<file path="src/rtl/hml_pkg.sv">
`timescale 1ns / 1ps

package hml_pkg;

    localparam int LEVELS     = 256;
    localparam int COUNT_BITS = 20;
    localparam int LVL_BITS   = $clog2(LEVELS);
    localparam int PROD_BITS  = 2 * COUNT_BITS;

    localparam logic [2:0] OP_CLEAR = 3'd0;
    localparam logic [2:0] OP_CNT_SRC = 3'd1;
    localparam logic [2:0] OP_CNT_REF = 3'd2;
    localparam logic [2:0] OP_BUILD = 3'd3;
    localparam logic [2:0] OP_MAP = 3'd4;

    localparam logic KIND_MAP   = 1'b0;
    localparam logic KIND_BUILT = 1'b1;

    typedef struct packed {
        logic [2:0] opcode;
        logic [7:0] pixel;
    } in_beat_t;

    typedef struct packed {
        logic       result_kind;
        logic [7:0] mapped_pixel;
    } out_beat_t;

    // Requests from the sequencer to the shared multiply/compare unit
    typedef struct packed {
        logic                  start;
        logic [COUNT_BITS-1:0] c1;
        logic [COUNT_BITS-1:0] c2;
        logic [COUNT_BITS-1:0] t1;
        logic [COUNT_BITS-1:0] t2;
    } cmp_req_t;

    typedef struct packed {
        logic                 done;
        logic [PROD_BITS-1:0] diff;
    } cmp_rsp_t;

endpackage

</file>
<file path="src/rtl/hml_diff_unit.sv">
`timescale 1ns / 1ps

// Shared unit: |c1*t2 - c2*t1|, one multiplier used twice
module hml_diff_unit
    import hml_pkg::*;
(
    input  logic     clk,
    input  logic     rst_n,
    input  cmp_req_t req,
    output cmp_rsp_t rsp
);

    logic [1:0]            phase_reg, phase_next;
    logic [COUNT_BITS-1:0] c2_reg, t1_reg;
    logic [PROD_BITS-1:0]  p1_reg, prod;
    logic [PROD_BITS-1:0]  diff_reg;
    logic                  done_reg;
    logic [COUNT_BITS-1:0] ma, mb;

    // One multiplier, operands chosen by phase
    always_comb
    begin
        ma = (phase_reg == 2'd1) ? c2_reg : req.c1;
        mb = (phase_reg == 2'd1) ? t1_reg : req.t2;
        prod = PROD_BITS'(ma) * PROD_BITS'(mb);
        phase_next = phase_reg;
        if (req.start)
            phase_next = 2'd1;
        else if (phase_reg == 2'd1)
            phase_next = 2'd0;
    end

    always_ff @(posedge clk or negedge rst_n)
    begin
        if (!rst_n)
        begin
            phase_reg <= 2'd0;
            done_reg  <= 1'b0;
        end
        else
        begin
            phase_reg <= phase_next;
            done_reg  <= (phase_reg == 2'd1);
        end
    end

    always_ff @(posedge clk)
    begin
        if (req.start)
        begin
            p1_reg <= prod;
            c2_reg <= req.c2;
            t1_reg <= req.t1;
        end
        if (phase_reg == 2'd1)
            diff_reg <= (p1_reg > prod) ? (p1_reg - prod) : (prod - p1_reg);
    end

    assign rsp.done = done_reg;
    assign rsp.diff = diff_reg;

endmodule

</file>
<file path="config.mk">
export PLATFORM = sky130hd
export DESIGN_NAME = hml_diff_unit
export DESIGN_NICKNAME = d
export VERILOG_FILES = /design/src/rtl/hml_pkg.sv /design/src/rtl/hml_diff_unit.sv
export SDC_FILE = /design/constraint.sdc
export NUM_CORES = 1
export LEC_CHECK = 0
export BUFFER_PORTS_ARGS = -buffer_cell sky130_fd_sc_hd__buf_2
export CAP_MARGIN = 5
export CORE_MARGIN = 1.5
export CORE_UTILIZATION = 40
export CTS_CLUSTER_DIAMETER = 40
export CTS_CLUSTER_SIZE = 40
export DETAILED_ROUTE_END_ITERATION = 12
export SYNTH_ARGS = -nofsm -noshare
export SYNTH_HDL_FRONTEND = slang
export SYNTH_SLANG_ARGS = --single-unit
export TNS_END_PERCENT = 5
</file>
<file path="constraint.sdc">
create_clock -name clk -period 14.9 [get_ports clk]
set_clock_uncertainty 0.2 [all_clocks]
set_input_delay 1.49 -clock clk [delete_from_list [all_inputs] [get_ports clk]]
set_output_delay 1.49 -clock clk [all_outputs]
set_load 0.01 [all_outputs]
</file>
# Yosys cells after proc, flatten, opt, wreduce, memory -nomap -nowiden
# Cells that the tools add are included.
word_totals:
  regBits: 123
  inputBits: 83
  n_memories: 0
  mem_bits_rw: 0
  romBits: 0
  latchBits: 0
  elab_cells: 17
classes:
  shifts: 0
  muxes: 5
  n_lt_le_gt_ge: 1
  div: 0
  multipliers: 1
  reduce_logical: 1
  bitwise_logic: 0
  n_eq_ne: 1
  addsub: 2
ops:
  columns: ["op", "count"]
  rows:
  - ["$sub A40 B40 Y40", 2]
  - ["$gt A40 B40 Y1", 1]
  - ["$mul A20 B20 Y40", 1]
  - ["$mux W20", 2]
  - ["$mux W40", 1]
  - ["$mux W2", 2]
  - ["$eq A2 B1 Y1 const B", 1]
  - ["$reduce_bool A2 Y1", 1]

# Longest topological paths before layout
# Gate-level depths: netlist of run 1.
depth:
  word_depth: 5
  ltp_mapped: 48

# Least setup slack after synthesis of run 1
# Ideal clock, no wire load.
synth_path:
  kind: "flip-flop to flip-flop"
  from: "reg phase_reg[0]"
  to: "reg diff_reg[31] (data pin)"
  t_arrival_ns: 11.810
  period_less_slack_ns: 12.278
  required_time_ns: 14.431
  path_slack_ns: 2.622
  path_stages_with_launch: 45
  path_cell_list: "dfrtp_1 -> clkbuf_1 -> clkbuf_1 -> buf_1 -> mux2i_1 -> nor2_1 -> fa_1 -> inv_1 -> fa_1 -> inv_1 -> fa_1 -> fa_1 -> fa_1 -> fa_1 -> inv_1 -> fa_1 -> inv_1 -> ha_1 -> [... 9 more ...] -> a21o_1 -> a21o_1 -> xor2_1 -> ha_1 -> clkbuf_1 -> and4_1 -> nand2_1 -> or3_1 -> or3_1 -> nand3_1 -> a2111oi_4 -> o2111ai_1 -> a211oi_2 -> or2_4 -> buf_6 -> a2111oi_0 -> a21oi_1 -> xor2_1"
synth_via:
  elab_chain_cells: 5
  word_cells_on_any_way: 8
  cone_classes: "add/sub (2); mul (1); order compare (1); eq/ne (1); mux (3)"
synth_rtl:
  columns: ["element", "line_no", "text"]
  rows:
  - ["start: declaration", "hml_diff_unit.sv:13", "logic [1:0] phase_reg, phase_next;"]
  - ["start signal: assignment", "hml_diff_unit.sv:42", "phase_reg <= phase_next;"]
  - ["$eq A2 B1 Y1 *", "hml_diff_unit.sv:23, hml_diff_unit.sv:24", null]
  - ["$mux W20, on equally long branches", "hml_diff_unit.sv:23, hml_diff_unit.sv:24", null]
  - ["$mul A20 B20 Y40 *", "hml_diff_unit.sv:25", "prod = PROD_BITS'(ma) * PROD_BITS'(mb);"]
  - ["via prod[36]", "hml_diff_unit.sv:15", "logic [PROD_BITS-1:0] p1_reg, prod;"]
  - ["$gt A40 B40 Y1 *", "hml_diff_unit.sv:56", "diff_reg <= (p1_reg > prod) ? (p1_reg - prod) : (prod - p1_reg);"]
  - ["$mux W40 *", "hml_diff_unit.sv:56", null]
  - ["end signal: assignment", "hml_diff_unit.sv:56", null]
  - ["end: declaration", "hml_diff_unit.sv:16", "logic [PROD_BITS-1:0] diff_reg;"]
# Mark *: on every way through the listed nets, which the timed path passes. The rest lies on a longest branch.
# A chain may end at the register's enable or synchronous reset.

# Worst setup path after layout of run 1
layout_path:
  from: "reg phase_reg[0]"
  to: "reg diff_reg[34] (data pin)"
layout_via:
  elab_chain_cells: 5
  word_cells_on_any_way: 8
  cone_classes: "add/sub (2); mul (1); order compare (1); eq/ne (1); mux (3)"
layout_rtl:
  columns: ["element", "line_no"]
  rows:
  - ["$eq A2 B1 Y1 *", "hml_diff_unit.sv:23, hml_diff_unit.sv:24"]
  - ["$mux W20, on equally long branches", "hml_diff_unit.sv:23, hml_diff_unit.sv:24"]
  - ["$mul A20 B20 Y40 *", "hml_diff_unit.sv:25"]
  - ["$sub A40 B40 Y40 or $gt A40 B40 Y1 (tied branches)", "hml_diff_unit.sv:56"]
  - ["$mux W40 *", "hml_diff_unit.sv:56"]
# Every way passes the cells marked *; elsewhere a longest branch is shown, timed or not.

==> qor.csv, run 1 <==
metric,value,unit
cts repair resizes,0,
Min-Delay Path Class,input pin to async pin,
r2r startpoint,phase_reg[0]$_DFFE_PN0P_,
Port-buffer cells,123,
"slowest stage cell, crit path",mux2i_2,
Mapped Area,0.0224,mm^2
CTS Buf Count,17,
Critical Path AT,12930,ps
RSZ-0062 raised after global routing,false,
DIE WIDTH,240,um
root buf cell,clkbuf_16,
Final min period,12890,ps
largest net degree at the start of global routing,46,
Initial Util,40.6,%
post-synthesis sequential area ratio,16.3,%
most frequent cells in the layout,"442 x inv_1, 322 x fa_1, 296 x nor2_1, 268 x nand2_1, 215 x ha_1",
complex-gate fraction of the synthesized area,11.0,%
Worst Reg-to-Reg Cells,36,
register area,0.00366,mm^2
final worst path period share,86.5,%
Yosys cell types,83,
Final Hold Fails,0,
Core Footprint,0.0553,mm^2
DR vias/cell,5.37,
"most used cell, CP",fa_1,
Post-synth ARST share,1.64,%
"Clk Latency, worst-skew pair",510,ps
Max-cap violations,0,
fmax,77.6,MHz
Multi-input gate area,0.0167,mm^2
Yosys warning count,0,
global-route wire length before repair,103000,um
R2R Path End,diff_reg[34]$_DFFE_PP_,
WS Path Type,flop to flop,
FILL cells,5501,
final-stage net count,3199,
row count,86,
max-slew violation count,0,
hpwl dp,54700,um
postcts setup bufs,0,
layout cells sized above 1,9.80,%
area grow syn2layout,8.42,%
post-DR wirelength/cell,20.0,um
Post-Synth Adder-Cell Area,40.7,%
Global Route Usage Sum,23.7,%
Post-Synth Simple-Gate Area,14.9,%
delay of the slowest critical-path stage,1010,ps
Syn Area/Cell,8.92,um^2
Vias,17900,
CP required,14950,ps
xor/xnor share of the synthesized area,3.08,%
actual slew at the worst max-slew pin,1170,ps
"Net Count, Synth",3136,
crit end category,flop,
die height,240,um
reg2reg setup slack,2010,ps
H-tree depth,4,
Die ar.,0.0575,mm^2
vias in the first global route,18300,
gr ovfl total,0,
remaining antenna violation count,0,
Pre-antenna DRT Iters,5,
GP Congestion,0.976,
TritonCTS Sinks,122,
DR DRC count,0,
main combinational cell family by area after synthesis,adder cells,
"commonest non-fill, non-tap cell in the layout",inv_1,
Worst Path Max Fanout,41,
Setup Total Neg Slack,0,ps
Synth top area share,28.7,%
TritonCTS clock tree,yes,
Clock Tree Buf Depth,2,
routed wire length,66800,um
1st-iter DRT viols,1293,
Seq cells post-synth,122,
Worst setup SP type,flop,
Synth area leader,fa_1,
initial antenna violation count,1,
Post-synth top flop,edfxtp_1,
cts hold-fix bufs,0,
worst rel slew slack,19.9,%
antenna cells,0,
cell count after synthesis,2516,
multiplexer share of the synthesized area,4.48,%
clock slew seen by the registers of the worst setup and hold paths,60,ps
outcome,finished clean,
"EDFF count, synth",120,
"Setup violations, final",0,
Synth area leaders,"fa_1 29%, edfxtp_1 16%, ha_1 12%",
number of I/O pins,124,
worst max-delay path by stage:
stage | start | to | depth (start not counted)
final | phase_reg[0]$_DFFE_PN0P_ | diff_reg[34]$_DFFE_PP_ | 36
after global routing | phase_reg[0]$_DFFE_PN0P_ | diff_reg[36]$_DFFE_PP_ | 34
after CTS | phase_reg[0]$_DFFE_PN0P_ | diff_reg[36]$_DFFE_PP_ | 39
after detailed placement | req[5] | diff_reg[36]$_DFFE_PP_ | 39
after global placement | req[7] | diff_reg[34]$_DFFE_PP_ | 39
after floorplan | phase_reg[0]$_DFFE_PN0P_ | diff_reg[31]$_DFFE_PP_ | 44
per-layer routing:
layer / wire length (um) / vias up / global-route usage [%]
met1: 29400 / 8817 / 30.9
met5: 0 / - / 0
met3: 4670 / 123 / 5.34
li1: - / 8317 / -
met4: 2530 / 0 / 9.95
met2: 30200 / 674 / 37.8
worst max-delay path, delay by kind of cell, from the launching register on:
family,cells,cell delay [ps]
DFF,1,820
adders and majority gates,9,4240
buffers and inverters,3,590
xor gates and xnor gates,2,240
muxes,2,1400
AOI/OAI and AO/OA,8,1220
and+or+nand+nor,12,3790
layout make-up:
class                   count  share of cell area [%]
clock buffers              21                    1.81
clock inverters            11                   0.401
inverters                 442                    6.82
multi-input cells        1842                    68.6
flip-flops and latches    122                    15.0
well taps                 748                    3.85
repair buffers            154                    3.51
cell families after synthesis:
family	Yosys count
compound gates	368
xor+xnor	78
fa+ha+maj	537
buf+inv	552
flops	122
mux	96
simple gates	763
synthesized netlist by cell type (10+ instances only):
library cell,n
mux2i_1,60
a21o_1,44
o211ai_1,10
nand2_1,268
a211oi_1,19
o21ai_0,45
ha_1,215
xnor2_1,40
o21ai_1,10
a31oi_1,12
clkbuf_1,81
nand2b_1,21
a21oi_1,117
and2_1,14
buf_2,17
inv_1,442
edfxtp_1,120
nor2b_1,12
nand4_1,26
o21bai_1,14
xor2_1,37
nor2_1,296
nand3_1,37
o21a_1,11
fa_1,322
mux2_2,36
nor3_1,18
and3_1,22
through the flow:
step | util (%) | hold slack, ps | std cells | instance area (um^2) | worst slack [ps]
final | 44.0 | 575 | 3340 | 24300 | 2010
after global routing | 44.0 | 562 | 3340 | 24300 | 1420
after CTS | 44.0 | 553 | 3338 | 24300 | 1930
after detailed placement | 43.0 | 611 | 3306 | 23800 | 1450
after global placement | 43.0 | 599 | 3305 | 23800 | 1550
after floorplan | - | 528 | 2516 | 22400 | 2620
Power of run 1 is left out: the tool's default activity adds up to more than one toggle a clock period on the data nets, which glitch-free logic cannot reach.
==> inputs of run 2 (changes only) <==
--- a/config.mk
+++ b/config.mk
@@ -5,9 +5,9 @@
 export SDC_FILE = /design/constraint.sdc
 export NUM_CORES = 1
 export LEC_CHECK = 0
+export ABC_AREA = 1
 export BUFFER_PORTS_ARGS = -buffer_cell sky130_fd_sc_hd__buf_2
 export CAP_MARGIN = 5
-export CORE_MARGIN = 1.5
 export CORE_UTILIZATION = 40
 export CTS_CLUSTER_DIAMETER = 40
 export CTS_CLUSTER_SIZE = 40
==> run 2 against run 1 <==
Synthesized cell count increased by 20%. Core utilization increased by 0.19 points. Final cell count increased by 16%. Final area increased by 3.0%. Critical path depth increased by 5. First-iteration DRC count decreased by 6.0%. Sequential cell count unchanged. Synthesized area increased by 2.7%. Die area increased by 1.9%. Wire length decreased by 6.0%. Critical path type unchanged. Largest cell class unchanged.
==> qor.csv, run 2 <==
metric,value,unit,change
Max-cap violations,0,,unchanged
Min-Delay Path Class,flop to flop,,
die height,242,um,+0.93%
DR vias/cell,4.82,,-10%
postcts setup bufs,0,,unchanged
Mapped Area,0.0231,mm^2,+2.7%
H-tree depth,4,,unchanged
number of I/O pins,124,,unchanged
Seq cells post-synth,122,,unchanged
hpwl dp,53000,um,-3.2%
Post-synth top flop,edfxtp_1,,
antenna cells,0,,unchanged
outcome,finished clean,,
fmax,89.2,MHz,+15%
Vias,18700,,+4.1%
Final min period,11220,ps,-1670 ps
Die ar.,0.0586,mm^2,+1.9%
final worst path period share,75.3,%,-11 points
cell count after synthesis,3024,,+20%
"Setup violations, final",0,,unchanged
most frequent cells in the layout,"706 x nand2_1, 663 x inv_1, 364 x nor2_1, 322 x fa_1, 215 x ha_1",,
routed wire length,62800,um,-6.0%
remaining antenna violation count,0,,unchanged
"EDFF count, synth",120,,unchanged
Core Footprint,0.0567,mm^2,+2.5%
Worst Path Max Fanout,74,,+80%
Global Route Usage Sum,22.3,%,-1.4 points
Post-synth ARST share,1.64,%,unchanged
max-slew violation count,0,,unchanged
root buf cell,clkbuf_16,,
post-DR wirelength/cell,16.2,um,-19%
row count,87,,+1.2%
worst rel slew slack,28.7,%,+8.8 points
Multi-input gate area,0.0164,mm^2,-1.6%
WS Path Type,flop to flop,,
Initial Util,40.7,%,+0.082 points
final-stage net count,3729,,+17%
TritonCTS clock tree,yes,,
Port-buffer cells,123,,unchanged
register area,0.00366,mm^2,unchanged
Setup Total Neg Slack,0,ps,unchanged
cts hold-fix bufs,0,,unchanged
Pre-antenna DRT Iters,5,,unchanged
TritonCTS Sinks,122,,unchanged
DIE WIDTH,242,um,+0.93%
Synth area leaders,"fa_1 28%, edfxtp_1 16%, ha_1 12%",,
Synth top area share,28.0,%,-0.77 points
clock slew seen by the registers of the worst setup and hold paths,60,ps,about the same
FILL cells,5805,,+5.5%
global-route wire length before repair,102000,um,-0.71%
GP Congestion,0.983,,+0.75%
post-synthesis sequential area ratio,15.8,%,-0.44 points
"Clk Latency, worst-skew pair",500,ps,about the same
RSZ-0062 raised after global routing,false,,
crit end category,flop,,
"commonest non-fill, non-tap cell in the layout",nand2_1,,
Yosys cell types,49,,-41%
Clock Tree Buf Depth,2,,unchanged
DR DRC count,0,,unchanged
CP bufs+invs,10,,+7
Synth area leader,fa_1,,
delay of the slowest critical-path stage,820,ps,-190 ps
area grow syn2layout,8.66,%,
Yosys warning count,0,,unchanged
"slowest stage cell, crit path",dfrtp_4,,
CP required,15050,ps,+100 ps
1st-iter DRT viols,1215,,-6.0%
cts repair resizes,0,,unchanged
Top Family by Delay on Critical Path,adder cells,,
reg2reg setup slack,3680,ps,+1670 ps
actual slew at the worst max-slew pin,1070,ps,-98.3 ps
most common cell in the netlist,nand2_1,,
vias in the first global route,19000,,+3.8%
"Net Count, Synth",3644,,+16%
Final Hold Fails,0,,unchanged
Syn Area/Cell,7.63,um^2,-15%
layout cells sized above 1,8.46,%,-1.3 points
gr ovfl total,0,,unchanged
Critical Path AT,11370,ps,-1560 ps
largest net degree at the start of global routing,82,,+78%
CTS Buf Count,17,,unchanged
Worst setup SP type,flop,,
synth cell count leaders,"706 x nand2_1, 663 x inv_1, 364 x nor2_1, 322 x fa_1, 215 x ha_1",,
initial antenna violation count,0,,-1
[run 2: worst min-delay path: stages (launching register included)]
cell and delay [ps]:
edfxtp_1 400, fa_1 180, nand2_1 50, nand2_1 40
[run 2: per-layer routing]
layer / track usage [%] / vias up / routed length (um)
li1: - / 9242 / -
met2: 36.2 / 569 / 28100
met1: 29.6 / 8737 / 28900
met5: 0 / - / 0
met3: 3.66 / 123 / 3580
met4: 8.80 / 0 / 2280
[run 2: final timing paths]
path	endpoint	cells past startpoint	startpoint
setup / recovery	diff_reg[21]$_DFFE_PP_	41	phase_reg[0]$_DFFE_PN0P_
setup reg to reg	diff_reg[21]$_DFFE_PP_	41	phase_reg[0]$_DFFE_PN0P_
hold / removal	diff_reg[1]$_DFFE_PP_	3	p1_reg[1]$_DFFE_PP_
max in group asynchronous	phase_reg[0]$_DFFE_PN0P_	1	rst_n
min in group asynchronous	phase_reg[0]$_DFFE_PN0P_	1	rst_n
hold reg to reg	diff_reg[1]$_DFFE_PP_	3	p1_reg[1]$_DFFE_PP_
[run 2: cell type report]
cell class	instances	share of cell area, %
repair buffers	159	3.55
inverters	691	10.4
clock inverters	14	0.524
flip-flops and latches	122	14.6
multi-input cells	2118	65.5
well taps	756	3.78
clock buffers	17	1.70
[run 2: logic make-up (layout without fill, tap and decap cells)]
| family | Yosys count | after routing | share of synthesized area [%] |
|---|---|---|---|
| AO/OA/AOI/OAI | 268 | 268 | 6.46 |
| flip-flops | 122 | 122 | 15.8 |
| buffers and inverters | 784 | 881 | 13.0 |
| AND/OR/NAND/NOR | 1218 | 1218 | 21.5 |
| XOR/XNOR | 95 | 95 | 3.61 |
| adder cells (fa/ha/maj) | 537 | 537 | 39.6 |
[run 2: stage by stage]
step	util [%]	worst slack (ps)	instances	hold WS (ps)	instance area [um^2]
6_report	44.2	3680	3877	565	25100
3_5_place_dp	43.2	3290	3846	563	24500
3_3_place_gp	43.2	3690	3846	559	24500
4_1_cts	44.2	3580	3877	545	25100
5_1_grt	44.2	2810	3877	556	25100
2_1_floorplan	-	4720	3024	532	23100
Power of run 2 is left out for the same reason.
==> inputs of run 3 (changes only) <==
==> constraint.sdc (replaced) <==
create_clock -name clk -period 11.5 [get_ports clk]
set_clock_uncertainty 0.2 [all_clocks]
set_input_delay 1.15 -clock clk [delete_from_list [all_inputs] [get_ports clk]]
set_output_delay 1.15 -clock clk [all_outputs]
set_load 0.01 [all_outputs]
==> run 3 against run 2 <==
Final area up 0.46%. Critical path type unchanged. Die area unchanged. Count of clock-buffer cells in the layout up 1. Global-route usage rose by 0.56 points. Critical path depth fell by 4. Highest routed layer unchanged. Wire length up 2.3%. Via count is 0.98% higher. Core utilization rose by 0.20 points. Setup slack got worse by 2600 ps. Maximum frequency up 7.2%. Sequential share of layout area down 0.067 points. Register-to-register slack got worse by 2600 ps.
==> qor.csv, run 3 (synthesis results as in run 2) <==
metric,value,unit,change
"Clk Latency, worst-skew pair",490,ps,about the same
Port-buffer cells,123,,unchanged
TritonCTS clock tree,yes,,
area grow syn2layout,9.16,%,
Global Route Usage Sum,22.9,%,+0.56 points
vias in the first global route,19500,,+2.6%
Min-Delay Path Class,input pin to async pin,,
Max-cap violations,0,,unchanged
postcts setup bufs,0,,unchanged
Vias,18900,,+0.98%
delay of the slowest critical-path stage,800,ps,-20 ps
"slowest stage cell, crit path",o21ai_0,,
Setup Total Neg Slack,0,ps,unchanged
row count,87,,unchanged
number of I/O pins,124,,unchanged
Critical Path AT,10610,ps,-760 ps
Final min period,10460,ps,-751 ps
1st-iter DRT viols,1331,,+9.5%
DIE WIDTH,242,um,unchanged
crit end category,flop,,
remaining antenna violation count,0,,unchanged
post-DR wirelength/cell,16.5,um,+1.9%
"commonest non-fill, non-tap cell in the layout",nand2_1,,
TritonCTS Sinks,122,,unchanged
RSZ-0062 raised after global routing,false,,
WS Path Type,flop to flop,,
"Setup violations, final",0,,unchanged
Clock Tree Buf Depth,2,,unchanged
Core Footprint,0.0567,mm^2,unchanged
root buf cell,clkbuf_16,,
final-stage net count,3743,,+0.38%
gr ovfl total,0,,unchanged
H-tree depth,4,,unchanged
outcome,finished clean,,
routed wire length,64300,um,+2.3%
Worst Path Max Fanout,78,,+5.4%
"most used cell, CP",nand2_1,,
final worst path period share,91.0,%,+16 points
actual slew at the worst max-slew pin,1060,ps,-11.2 ps
cts repair resizes,0,,unchanged
layout cells sized above 1,8.93,%,+0.47 points
largest net degree at the start of global routing,82,,unchanged
initial antenna violation count,0,,unchanged
max-slew violation count,0,,unchanged
clock slew seen by the registers of the worst setup and hold paths,60,ps,about the same
Initial Util,40.7,%,unchanged
CP required,11640,ps,-3410 ps
antenna cells,0,,unchanged
worst rel slew slack,29.4,%,+0.75 points
CTS Buf Count,17,,unchanged
DR vias/cell,4.84,,+0.59%
hpwl dp,54300,um,+2.5%
Pre-antenna DRT Iters,7,,+2
Final Hold Fails,0,,unchanged
die height,242,um,unchanged
global-route wire length before repair,104000,um,+2.6%
GP Congestion,0.972,,-1.1%
DR DRC count,0,,unchanged
Worst setup SP type,flop,,
cts hold-fix bufs,0,,unchanged
Die ar.,0.0586,mm^2,unchanged
fmax,95.6,MHz,+7.2%
most frequent cells in the layout,"706 x nand2_1, 663 x inv_1, 364 x nor2_1, 322 x fa_1, 215 x ha_1",,
## run 3: path summary, 6_finish.rpt
path                                     startpoint                       end  slack [ps]  depth (start not counted)
setup / recovery           phase_reg[0]$_DFFE_PN0P_    diff_reg[17]$_DFFE_PP_        1040                         37
hold reg to reg                 p1_reg[1]$_DFFE_PP_     diff_reg[1]$_DFFE_PP_         570                          3
setup reg to reg           phase_reg[0]$_DFFE_PN0P_    diff_reg[17]$_DFFE_PP_        1040                         37
hold / removal                                rst_n  phase_reg[0]$_DFFE_PN0P_         250                          1
min in group clk                p1_reg[1]$_DFFE_PP_     diff_reg[1]$_DFFE_PP_         570                          3
max in group asynchronous                     rst_n  phase_reg[0]$_DFFE_PN0P_       10730                          1
## run 3: critical path: cells and delay by family, from the launching register on
family          cells  cell delay, ps
simple gates       16            2650
flops               1             710
buf+inv             6             700
compound gates      5            1620
xor+xnor            1             290
fa+ha+maj           9            4110
## run 3: final cells by class
cell class | count | area, um^2
Timing Repair Buffer | 173 | 993
Sequential cell | 122 | 3660
Clock inverter | 14 | 145
Clock buffer | 18 | 429
Inverter | 691 | 2590
Tap cell | 756 | 946
Fill cell | 5797 | 31500
Multi-Input combinational cell | 2118 | 16400
## run 3: metrics by stage
stage / cells / setup WS [ps] / hold slack, ps / area (um^2) / util [%]
3_3_place_gp: 3860 / 836 / 567 / 24600 / 43.4
6_report: 3892 / 1040 / 251 / 25200 / 44.4
4_1_cts: 3892 / 1010 / 204 / 25200 / 44.4
2_1_floorplan: 3024 / 1320 / 532 / 23100 / -
3_5_place_dp: 3860 / 646 / 569 / 24600 / 43.4
5_1_grt: 3892 / 301 / 231 / 25200 / 44.4
## run 3: per-layer routing
| layer | share of wire [%] | GRT usage (%) | wire, um |
|---|---|---|---|
| met5 | 0 | 0 | 0 |
| met4 | 3.7 | 10.1 | 2360 |
| met3 | 5.8 | 3.42 | 3750 |
| met2 | 45 | 37.0 | 29100 |
| met1 | 45 | 30.3 | 29100 |
Power of run 3 is left out for the same reason.
